==> config.mk <==
export PLATFORM = sky130hd
export DESIGN_NAME = bpc_queue
export DESIGN_NICKNAME = d
export VERILOG_FILES = /design/src/rtl/bpc_pkg.sv /design/src/rtl/bpc_queue.sv
export SDC_FILE = /design/constraint.sdc
export NUM_CORES = 1
export LEC_CHECK = 0
export BUFFER_PORTS_ARGS = -buffer_cell sky130_fd_sc_hd__buf_2
export CAP_MARGIN = 20
export CORE_MARGIN = 3
export CORE_UTILIZATION = 55
export DETAILED_ROUTE_END_ITERATION = 8
export PLACE_DENSITY_LB_ADDON = 0.3
export SLEW_MARGIN = 40
export SYNTH_ARGS = -nofsm -noshare
export SYNTH_HDL_FRONTEND = slang
export SYNTH_SLANG_ARGS = --single-unit
==> constraint.sdc <==
create_clock -name clk -period 4.1 [get_ports clk]
set_clock_uncertainty 0.05 [all_clocks]
set_input_delay 0.82 -clock clk [delete_from_list [all_inputs] [get_ports clk]]
set_output_delay 0.82 -clock clk [all_outputs]
set_load 0.005 [all_outputs]
==> src/rtl/bpc_pkg.sv <==
// Shared types and constants for the barometric pressure and temperature compensation block.
// Holds the word formats, coefficient set, queue entry and register index codes.
// No dependencies; every other file imports this package.
`timescale 1ns / 1ps

package bpc_pkg;

    localparam int RAW_W     = 24;
    localparam int COEF_W    = 16;
    localparam int DT_W      = RAW_W + 1;
    localparam int TEMP_W    = 20;
    localparam int OFF_W     = 40;
    localparam int SENS_W    = 40;
    localparam int CORR_W    = 40;
    localparam int PRES_W    = 48;
    localparam int CFG_IDX_W = 3;

    localparam int QUEUE_DEPTH_DEF = 4;

    // First-order temperature thresholds in hundredths of a degree.
    localparam logic signed [TEMP_W-1:0] TEMP_REF  = 20'sd2000;
    localparam logic signed [TEMP_W-1:0] TEMP_COLD = -20'sd1500;

    typedef enum logic [CFG_IDX_W-1:0] {
        REG_SENS        = 3'd0,
        REG_OFFSET      = 3'd1,
        REG_SENS_TEMP   = 3'd2,
        REG_OFFSET_TEMP = 3'd3,
        REG_REF_TEMP    = 3'd4,
        REG_TEMP_SLOPE  = 3'd5
    } cfg_reg_t;

    typedef struct packed {
        logic [COEF_W-1:0] sens;
        logic [COEF_W-1:0] offset;
        logic [COEF_W-1:0] sens_temp;
        logic [COEF_W-1:0] offset_temp;
        logic [COEF_W-1:0] ref_temp;
        logic [COEF_W-1:0] temp_slope;
    } coeff_t;

    typedef struct packed {
        logic [RAW_W-1:0] raw_pressure;
        logic [RAW_W-1:0] raw_temperature;
    } bpc_in_t;

    typedef struct packed {
        logic signed [TEMP_W-1:0] temperature_centi;
        logic signed [PRES_W-1:0] pressure_q15;
    } bpc_out_t;

    // One classified conversion pair waiting for the back end.
    typedef struct packed {
        logic [RAW_W-1:0]         d1;
        logic signed [DT_W-1:0]   dt;
        logic signed [TEMP_W-1:0] temp1;
        logic                     cold;
        logic                     very_cold;
    } entry_t;

endpackage

==> src/rtl/bpc_queue.sv <==
// Short first-in first-out queue of classified words between front and back end.
// Depends on bpc_pkg for the entry type.
`timescale 1ns / 1ps

module bpc_queue
    import bpc_pkg::*;
#(
    parameter int DEPTH = QUEUE_DEPTH_DEF
)
(
    input  logic                           clk,
    input  logic                           rst_n,
    input  logic                           push,
    input  entry_t                         push_entry,
    input  logic                           pop,
    output entry_t                         head,
    output logic [$clog2(DEPTH+1)-1:0]     count
);

    localparam int PTR_W = $clog2(DEPTH);
    localparam int CNT_W = $clog2(DEPTH + 1);

    entry_t             store_reg [DEPTH];
    logic [PTR_W-1:0]   wr_ptr_reg;
    logic [PTR_W-1:0]   wr_ptr_next;
    logic [PTR_W-1:0]   rd_ptr_reg;
    logic [PTR_W-1:0]   rd_ptr_next;
    logic [CNT_W-1:0]   count_reg;
    logic [CNT_W-1:0]   count_next;

    assign wr_ptr_next = (wr_ptr_reg == PTR_W'(DEPTH - 1)) ? '0 : wr_ptr_reg + 1'b1;
    assign rd_ptr_next = (rd_ptr_reg == PTR_W'(DEPTH - 1)) ? '0 : rd_ptr_reg + 1'b1;

    always_comb
    begin
        count_next = count_reg;
        if (push && !pop)
        begin
            count_next = count_reg + 1'b1;
        end
        else if (pop && !push)
        begin
            count_next = count_reg - 1'b1;
        end
    end

    assign head  = store_reg[rd_ptr_reg];
    assign count = count_reg;

    always_ff @(posedge clk or negedge rst_n)
    begin
        if (!rst_n)
        begin
            wr_ptr_reg <= '0;
            rd_ptr_reg <= '0;
            count_reg  <= '0;
        end
        else
        begin
            if (push)
            begin
                wr_ptr_reg <= wr_ptr_next;
            end
            if (pop)
            begin
                rd_ptr_reg <= rd_ptr_next;
            end
            count_reg <= count_next;
        end
    end

    always_ff @(posedge clk)
    begin
        if (push)
        begin
            store_reg[wr_ptr_reg] <= push_entry;
        end
    end

    assert property (@(posedge clk) disable iff (!rst_n)
        push |-> (count_reg != CNT_W'(DEPTH)))
        else $error("queue written while full");

    assert property (@(posedge clk) disable iff (!rst_n)
        pop |-> (count_reg != '0))
        else $error("queue read while empty");

endmodule

==> run metrics <==
status=finished clean; maximum VDD drop=0.000375 V; Max-cap violations=0; Fillers=1,203; number of DRC markers in iteration 0=328; DRC=0; Layout area overhead=17.9%; grt ovf=0; Tot Pwr=8.53 mW; Tot GR Track Use=18.0%; critical path arrival=~2.3 ns; Mapped Cells=406; top fanout value on the critical path=51; post-synthesis net count=488; Critical path origin=rd_ptr_reg[1]; I/O Pins=approximately 150; Root Driver=clkbuf_16; layout cells sized above 1=45.8%; vias in the first global route=5,313; clock buffer depth=3; Worst-Margin Slew=between 0.7 and 0.8 ns; via count=4,780; clk sinks=291; clk slew on worst S/H paths=0.06 ns; post-route ant nets=0; Tmin final=3.16 ns; met3 GRT Util=4.42%; unrepaired setup endpoints after global routing=no; WP data required=3.23 ns; Critical Path Start Type=flop; max reg flops=284; met1 Resource Use GR=between 20% and 30%; leak pwr=approximately 4.3 nW; TritonCTS clock tree=yes; post-DR wirelength/cell=21.5 um; # hold bufs at CTS=0; Die H=146 um; Syn. warnings=0; die width=146 um; FP Rows=50; antenna violations before repair=1; Min-Delay Path Class=in2async; core box area=~0.019 mm^2; GR peak layer=met2; final setup fails=0; Num CTS Buffers=29; CP Capture Type=output port; slew margin rel.=49.7%; H-tree levels=1; Placed Area=approximately 0.012 mm^2; CP Class=reg2out; postcts setup bufs=0; final-report hold violation count=0; PortBufs=148; Synth cell types=17; Slew Viols, Final=0; TNS Setup=0 ns; Tcrit/Tclk final=between 70% and 80%; Synth Register Bits=around 290; CP Cell Sequence=buf_4 > mux4_2 > buf_2; n_diodes=0; drt total wl=18,500 um; die area=0.0212 mm^2; cells on worst reg2reg path=5; Avg Cell Area, Syn=26.4 um^2; Starting Density=56.6%; pin count of the biggest net entering global routing=52; Final GP Congestion=roughly 0.7; Pwr Density=675 mW/mm^2; mapped cell area=between 0.01 and 0.015 mm^2; via/cell ratio=between 5 and 6; fin area=0.0126 mm^2; global-route met2 utilization=30.2%; DR pass1 iterations=4; Max Freq=316 MHz; clk_lat worst skew=approximately 0.52 ns; crit path max-delay cell type=dfrtp_4; reg2reg start=wr_ptr_reg[0]; sequential share of the synthesized area=just over 80%; Crit path largest cell delay=approximately 0.92 ns; post-layout util=between 60 and 70%; first-pass GRT wire length=29,700 um; # resized after CTS=0; Final #Nets=663; Detailed Place HPWL=11,600 um
path summary, 6_finish.rpt:
kind,slack [ns],end
setup / recovery,0.94,head[43]
hold reg to reg,0.42,count[2]
min in group clk,0.42,count[2]
setup reg to reg,2.23,store_reg[0][33]
max in group asynchronous,3.70,rd_ptr_reg[0]
hold / removal,0.09,count[1]
cells by family after synthesis:
group,count (synthesis),synth area share [%]
buf+inv,20,1.93
simple gates,9,0.408
xor+xnor,3,0.245
compound gates,2,0.0934
fa+ha+maj,7,0.887
mux,74,15.3
flops,291,81.2
layout make-up:
type / count / area, um^2 / share of cell area, %
Clock buffer: 35 / 748 / 5.92
Timing Repair Buffer: 160 / 951 / 7.52
Tap cell: 260 / 325 / 2.57
Inverter: 4 / 15.0 / 0.119
Clock inverter: 15 / 68.8 / 0.544
Multi-Input combinational cell: 95 / 1820 / 14.4
Sequential cell: 291 / 8710 / 68.9
placed cells by master, fill, tap and decap left out, drive strengths merged:
cell type  instances
clkbuf            35
fa                 1
buf              160
o21ai              2
nor2               3
xor2               2
dfrtp              7
inv                5
and2               4
mux4              71
mux2               3
xnor2              1
ha                 6
clkinv            14
edfxtp           284
nand2              2
metal layers:
layer | up-vias | part of all wire [%]
met3 | 34 | 6.2
met2 | 167 | 50
li1 | 2091 | -
met5 | - | 0.065
met1 | 2486 | 41
met4 | 2 | 2.3
cells in the mapped netlist:
| cell | number | area (um^2) |
|---|---|---|
| buf_6 | 1 | 11.3 |
| nor2_1 | 3 | 11.3 |
| nand2_1 | 2 | 7.51 |
| ha_1 | 6 | 75.1 |
| mux4_1 | 1 | 26.3 |
| mux4_2 | 70 | 1580 |
| and2_1 | 4 | 25.0 |
| xnor2_1 | 1 | 8.76 |
| buf_12 | 7 | 140 |
| dfrtp_1 | 7 | 175 |
| o21ai_0 | 2 | 10.0 |
| inv_1 | 4 | 15.0 |
| buf_2 | 8 | 40.0 |
| mux2_2 | 3 | 33.8 |
| fa_1 | 1 | 20.0 |
| edfxtp_1 | 284 | 8530 |
| xor2_1 | 2 | 17.5 |
critical path, delay by kind of cell, from the launching register on:
family	cells	cell delay (ns)
buffers and inverters	2	0.49
DFF	1	0.92
muxes	1	0.33
stage by stage:
step	hold slack [ns]	instances	worst slack [ns]
global placement	0.402	802	1.44
CTS	0.0631	860	0.879
detailed placement	0.405	810	1.45
global route	0.0672	860	0.809
finish	0.0863	860	0.935
floorplan	0.415	406	1.14
report_power, final:
part / switching [mW] / total (mW) / internal, mW
combinational: 1.01 / 2.19 / 1.18
sequential: 0.249 / 4.06 / 3.82
clock: 0.988 / 2.27 / 1.28
No activity file was read; power rests on OpenSTA's default activity.
