### src/rtl/bpc_pkg.sv
// Shared types and constants for the barometric pressure and temperature compensation block.
// Holds the word formats, coefficient set, queue entry and register index codes.
// No dependencies; every other file imports this package.
`timescale 1ns / 1ps

package bpc_pkg;

    localparam int RAW_W     = 24;
    localparam int COEF_W    = 16;
    localparam int DT_W      = RAW_W + 1;
    localparam int TEMP_W    = 20;
    localparam int OFF_W     = 40;
    localparam int SENS_W    = 40;
    localparam int CORR_W    = 40;
    localparam int PRES_W    = 48;
    localparam int CFG_IDX_W = 3;

    localparam int QUEUE_DEPTH_DEF = 4;

    // First-order temperature thresholds in hundredths of a degree.
    localparam logic signed [TEMP_W-1:0] TEMP_REF  = 20'sd2000;
    localparam logic signed [TEMP_W-1:0] TEMP_COLD = -20'sd1500;

    typedef enum logic [CFG_IDX_W-1:0] {
        REG_SENS        = 3'd0,
        REG_OFFSET      = 3'd1,
        REG_SENS_TEMP   = 3'd2,
        REG_OFFSET_TEMP = 3'd3,
        REG_REF_TEMP    = 3'd4,
        REG_TEMP_SLOPE  = 3'd5
    } cfg_reg_t;

    typedef struct packed {
        logic [COEF_W-1:0] sens;
        logic [COEF_W-1:0] offset;
        logic [COEF_W-1:0] sens_temp;
        logic [COEF_W-1:0] offset_temp;
        logic [COEF_W-1:0] ref_temp;
        logic [COEF_W-1:0] temp_slope;
    } coeff_t;

    typedef struct packed {
        logic [RAW_W-1:0] raw_pressure;
        logic [RAW_W-1:0] raw_temperature;
    } bpc_in_t;

    typedef struct packed {
        logic signed [TEMP_W-1:0] temperature_centi;
        logic signed [PRES_W-1:0] pressure_q15;
    } bpc_out_t;

    // One classified conversion pair waiting for the back end.
    typedef struct packed {
        logic [RAW_W-1:0]         d1;
        logic signed [DT_W-1:0]   dt;
        logic signed [TEMP_W-1:0] temp1;
        logic                     cold;
        logic                     very_cold;
    } entry_t;

endpackage

### src/rtl/bpc_front.sv
// Front end: accepts conversion words, forms dT and the first-order temperature,
// and classifies each word by temperature range before it enters the queue.
// Depends on bpc_pkg.
`timescale 1ns / 1ps

module bpc_front
    import bpc_pkg::*;
#(
    parameter int QUEUE_DEPTH = QUEUE_DEPTH_DEF
)
(
    input  logic                                 clk,
    input  logic                                 rst_n,
    input  logic                                 sample_valid,
    output logic                                 sample_ready,
    input  bpc_in_t                              sample,
    input  coeff_t                               coeff,
    input  logic [$clog2(QUEUE_DEPTH+1)-1:0]     queue_count,
    output logic                                 push,
    output entry_t                               push_entry
);

    localparam int CNT_W   = $clog2(QUEUE_DEPTH + 1);
    localparam int OCC_W   = CNT_W + 1;
    localparam int SLOPE_W = COEF_W + 1 + DT_W;

    logic                      a_valid_reg;
    logic                      b_valid_reg;
    logic [RAW_W-1:0]          a_d1_reg;
    logic [RAW_W-1:0]          b_d1_reg;
    logic signed [DT_W-1:0]    a_dt_reg;
    logic signed [DT_W-1:0]    b_dt_reg;
    logic signed [SLOPE_W-1:0] b_slope_reg;

    logic signed [DT_W-1:0]    dt_next;
    logic signed [SLOPE_W-1:0] slope_next;
    logic signed [TEMP_W-1:0]  temp1;
    logic [OCC_W-1:0]          occupancy;
    logic                      accept;

    // Words in the two front stages have a queue slot reserved for them,
    // so the front never has to stall once a word is taken.
    assign occupancy    = OCC_W'(queue_count) + OCC_W'(a_valid_reg) + OCC_W'(b_valid_reg);
    assign sample_ready = (occupancy < OCC_W'(QUEUE_DEPTH));
    assign accept       = sample_valid & sample_ready;

    assign dt_next = $signed({1'b0, sample.raw_temperature})
                   - $signed({1'b0, coeff.ref_temp, 8'h00});

    assign slope_next = SLOPE_W'($signed({1'b0, coeff.temp_slope})) * SLOPE_W'(a_dt_reg);

    assign temp1 = TEMP_REF + TEMP_W'(b_slope_reg >>> 23);

    always_comb
    begin
        push                 = b_valid_reg;
        push_entry.d1        = b_d1_reg;
        push_entry.dt        = b_dt_reg;
        push_entry.temp1     = temp1;
        push_entry.cold      = (temp1 < TEMP_REF);
        push_entry.very_cold = (temp1 < TEMP_COLD);
    end

    always_ff @(posedge clk or negedge rst_n)
    begin
        if (!rst_n)
        begin
            a_valid_reg <= 1'b0;
            b_valid_reg <= 1'b0;
        end
        else
        begin
            a_valid_reg <= accept;
            b_valid_reg <= a_valid_reg;
        end
    end

    always_ff @(posedge clk)
    begin
        a_d1_reg    <= sample.raw_pressure;
        a_dt_reg    <= dt_next;
        b_d1_reg    <= a_d1_reg;
        b_dt_reg    <= a_dt_reg;
        b_slope_reg <= slope_next;
    end

    // The reservation scheme must never promise more slots than the queue has.
    assert property (@(posedge clk) disable iff (!rst_n)
        occupancy <= OCC_W'(QUEUE_DEPTH))
        else $error("front reserved more words than the queue can hold");

endmodule

### config.mk
export PLATFORM = sky130hd
export DESIGN_NAME = bpc_front
export DESIGN_NICKNAME = d
export VERILOG_FILES = /design/src/rtl/bpc_pkg.sv /design/src/rtl/bpc_front.sv
export SDC_FILE = /design/constraint.sdc
export NUM_CORES = 1
export LEC_CHECK = 0
export BUFFER_PORTS_ARGS = -buffer_cell sky130_fd_sc_hd__clkbuf_2
export CAP_MARGIN = 10
export CELL_PAD_IN_SITES_DETAIL_PLACEMENT = 1
export CELL_PAD_IN_SITES_GLOBAL_PLACEMENT = 1
export CORE_MARGIN = 3
export CORE_UTILIZATION = 40
export CTS_CLUSTER_SIZE = 30
export DETAILED_ROUTE_END_ITERATION = 10
export PLACE_DENSITY_LB_ADDON = 0.05
export SETUP_SLACK_MARGIN = 0.1
export SYNTH_ARGS = -nofsm -noshare
export SYNTH_HDL_FRONTEND = slang
export SYNTH_SLANG_ARGS = --single-unit
### constraint.sdc
create_clock -name clk -period 6.7 [get_ports clk]
set_input_delay 2.01 -clock clk [delete_from_list [all_inputs] [get_ports clk]]
set_output_delay 2.01 -clock clk [all_outputs]
set_load 0.01 [all_outputs]
==> key figures <==
Worst setup path
  • Slowest cell delay on critical path: 0.56 ns
  • Endpoint class of the critical path: register
  • Critical path class: primary input to register
  • CP Depth: 24
  • Crit path buf inv count: 7
  • Worst path slowest cell: fa_1
  • CP Capture Point: b_slope_reg[41]$_DFF_P_
  • Cell count of the worst reg-to-reg path: 22
  • R2r startpoint: a_dt_reg[12]$_DFF_P_
  • R2R Path End: b_slope_reg[41]$_DFF_P_
  • Startpoint Class: primary input
  • Worst EP required: 7.04 ns
  • Worst Setup SP: coeff[6]
  • Critical path peak fanout: 6
  • Cell Chain, Critical Path: clkbuf_16, buf_12, and2_4, fa_1, inv_1, fa_1, fa_1, fa_1, inv_2, fa_1, inv_2, fa_1, inv_2, ha_4, a211o_1, a311oi_2, o211ai_2, a21oi_2, o21ai_4, a2111oi_4, buf_4, o41ai_4, a21oi_2, xnor2_1
  • Cell type group with the largest total delay on the critical path: adder cells
  • CP dominant cell by count: fa_1
  • Critical Path AT: roughly 7.7 ns
  • FF-to-FF setup slack: 0.43 ns

Die
  • Initial Utilization: 0.4061
  • Core box area: between 0.04 and 0.05 mm^2
  • Die W: 215.4 um
  • Total die area: 0.04638 mm^2
  • IO Pins: about 220
  • Num rows: 76
  • Die Y-Extent: between 200 and 250 um

Clock network
  • Total CTS buffers: 17
  • CTS Sinks: approximately 120
  • Clock Path Buffers: 2
  • H-tree levels: 4
  • CTS tree: yes
  • Clk pin slew, worst setup/hold paths: 0.06 ns
  • Clk_lat worst skew: 0.47 ns
  • Hold_buf cts: 0
  • Root Buffer: clkbuf_16

STA
  • RSZ-0062 raised after global routing: yes
  • Final period demand of the worst path: 7.378 ns
  • Fin crit share: 1.101
  • Final hold vios: 0
  • Final Setup Violations: 18
  • Rel. slew slack: 0.5068
  • Fin Setup TNS: -8.732 ns
  • Worst slew pin tran: 0.7387 ns
  • Slew Viols, Final: 0
  • Post-route setup slack: -0.6784 ns
  • Max Clk Rate: 135.5 MHz
  • Setup Skew: 0.02697 ns

GRT
  • Pin count of the biggest net entering global routing: 18
  • Initial antenna violation count: 1
  • Vias in the first global route: 15,000
  • Total global routing overflow: 0
  • Global Route Usage Sum: 0.2164
  • First-pass GRT wire length: 78,150 um

Yosys
  • Post-Synthesis Net Count: ~2,500
  • Post-synth EDFFs: 0
  • Asr flop ratio synth: 0.01681
  • Mapped Cells: 1,852
  • Prevailing post-synth register cell: dfxtp_1
  • Yosys warns: 0
  • Flops & latches, synth: 119
  • Syn_area_per_cell: 9.466 um^2
  • Synth unique cells: slightly below 60
  • Seq/Total Area, Yosys: 0.1365
  • Syn Std Cell Area: roughly 0.018 mm^2

Layout
  • Synth-to-Final Area Change: 22.44%
  • Share of cells above drive strength 1: 0.2117
  • Non-Filler Instances: 2,758
  • Diodes inserted: 0
  • Nets: 2,821

Detailed routing
  • WL/cell: between 15 and 20 um
  • Drt first pass iters: 7
  • Residual DRC count: 0
  • WL final: 47,270 um
  • Routed vias/inst: 4.672
  • Routed vias: between 10,000 and 15,000
  • Antenna Nets Post-Route: 0
  • Drt first-iter violations: 415

Placement
  • Placer Congestion: between 0.8 and 0.9
  • Post-DP HPWL: just over 40,000 um
  • Count of port buffers added during placement: 158
  • Placed insts: 2,718

Hold path
  • Worst hold path type: register to register

Flow run
  • Max-cap violation count: 0

Outcome
  • Status: finished, violations left
  • Failing checks: setup timing
## layout make-up
type | instances | area [um^2]
repair buffers | 351 | 2496
multi-input cells | 1176 | 13340
clock inverters | 14 | 211.5
flip-flops and latches | 119 | 2392
fillers | 5048 | 21710
inverters | 495 | 1858
well taps | 585 | 732.0
clock buffers | 18 | 439.2
## stage by stage
step | utilization | cell area, um^2 | hold WS, ns | setup WS (ns)
4_1_cts | 0.4950 | 21370 | 0.3243 | -0.7286
2_1_floorplan | - | 17650 | 0.3096 | -0.6699
5_1_grt | 0.4972 | 21470 | 0.3308 | -0.8960
3_5_place_dp | 0.4728 | 20410 | 0.3132 | -1.334
6_report | 0.4972 | 21470 | 0.3217 | -0.6784
3_3_place_gp | 0.4728 | 20410 | 0.3097 | -1.315
## cells in the mapped netlist, types with 13 or more instances
| cell type | count | area, um^2 |
|---|---|---|
| dfxtp_1 | 117 | 2342 |
| clkbuf_1 | 57 | 214.0 |
| nand2_1 | 258 | 968.4 |
| nor2_1 | 26 | 97.59 |
| ha_1 | 121 | 1514 |
| inv_1 | 495 | 1858 |
| a21o_1 | 15 | 112.6 |
| and2_1 | 165 | 1032 |
| xnor2_1 | 34 | 297.8 |
| xor2_1 | 13 | 113.9 |
| fa_1 | 390 | 7807 |
| a21oi_1 | 31 | 155.2 |
## placed cells by master (no fill, tap or decap), types with 7 or more instances in the layout
| master | n |
|---|---|
| a21o_1 | 15 |
| a21oi_1 | 25 |
| a21oi_2 | 7 |
| a31oi_1 | 7 |
| and2_1 | 161 |
| buf_12 | 12 |
| buf_4 | 169 |
| buf_6 | 11 |
| clkbuf_16 | 18 |
| clkbuf_2 | 150 |
| dfxtp_1 | 117 |
| fa_1 | 382 |
| fa_2 | 8 |
| ha_1 | 113 |
| ha_4 | 8 |
| inv_1 | 484 |
| inv_2 | 11 |
| nand2_1 | 255 |
| nand3_1 | 9 |
| nor2_1 | 22 |
| nor3_1 | 7 |
| o21a_1 | 9 |
| o21ai_0 | 8 |
| xnor2_1 | 31 |
| xor2_1 | 13 |
## cell families (layout without fill, tap and decap cells)
family | after synthesis | in the layout | synth area share
AO/OA/AOI/OAI | 117 | 117 | 0.05046
AND/OR/NAND/NOR | 500 | 500 | 0.1372
adder cells (fa/ha/maj) | 511 | 511 | 0.5317
buffers and inverters | 557 | 878 | 0.1202
multiplexers | 1 | 1 | 0.0005710
XOR/XNOR | 47 | 47 | 0.02348
flip-flops | 119 | 119 | 0.1365
## repair_timing
item,4_1_cts,5_1_grt
buffers inserted,8,2
pin swaps,44,17
gates resized for setup,52,26
cloned,1,0
setup endpoints to repair,19,19
## worst min-delay path by stage
stage | cells after the start | endpoint | from
floorplan | 0 | b_d1_reg[0]$_DFF_P_ | a_d1_reg[0]$_DFF_P_
finish | 0 | b_d1_reg[20]$_DFF_P_ | a_d1_reg[20]$_DFF_P_
global placement | 0 | b_d1_reg[21]$_DFF_P_ | a_d1_reg[21]$_DFF_P_
CTS | 0 | b_d1_reg[20]$_DFF_P_ | a_d1_reg[20]$_DFF_P_
global route | 0 | b_d1_reg[16]$_DFF_P_ | a_d1_reg[16]$_DFF_P_
detailed placement | 0 | b_d1_reg[11]$_DFF_P_ | a_d1_reg[11]$_DFF_P_
## metal layers
| metal | vias to the layer above | wire (um) | GRT usage | part of all wire |
|---|---|---|---|---|
| li1 | 5978 | - | - | - |
| met1 | 6719 | 18540 | 0.2489 | 0.39 |
| met2 | 138 | 27000 | 0.4257 | 0.57 |
| met3 | 51 | 941 | 0.02559 | 0.020 |
| met4 | 0 | 794 | 0.04935 | 0.017 |
| met5 | - | 0 | 0 | 0 |
Power is left out: the tool's default activity adds up to more than one toggle a clock period on the data nets, which glitch-free logic cannot reach.
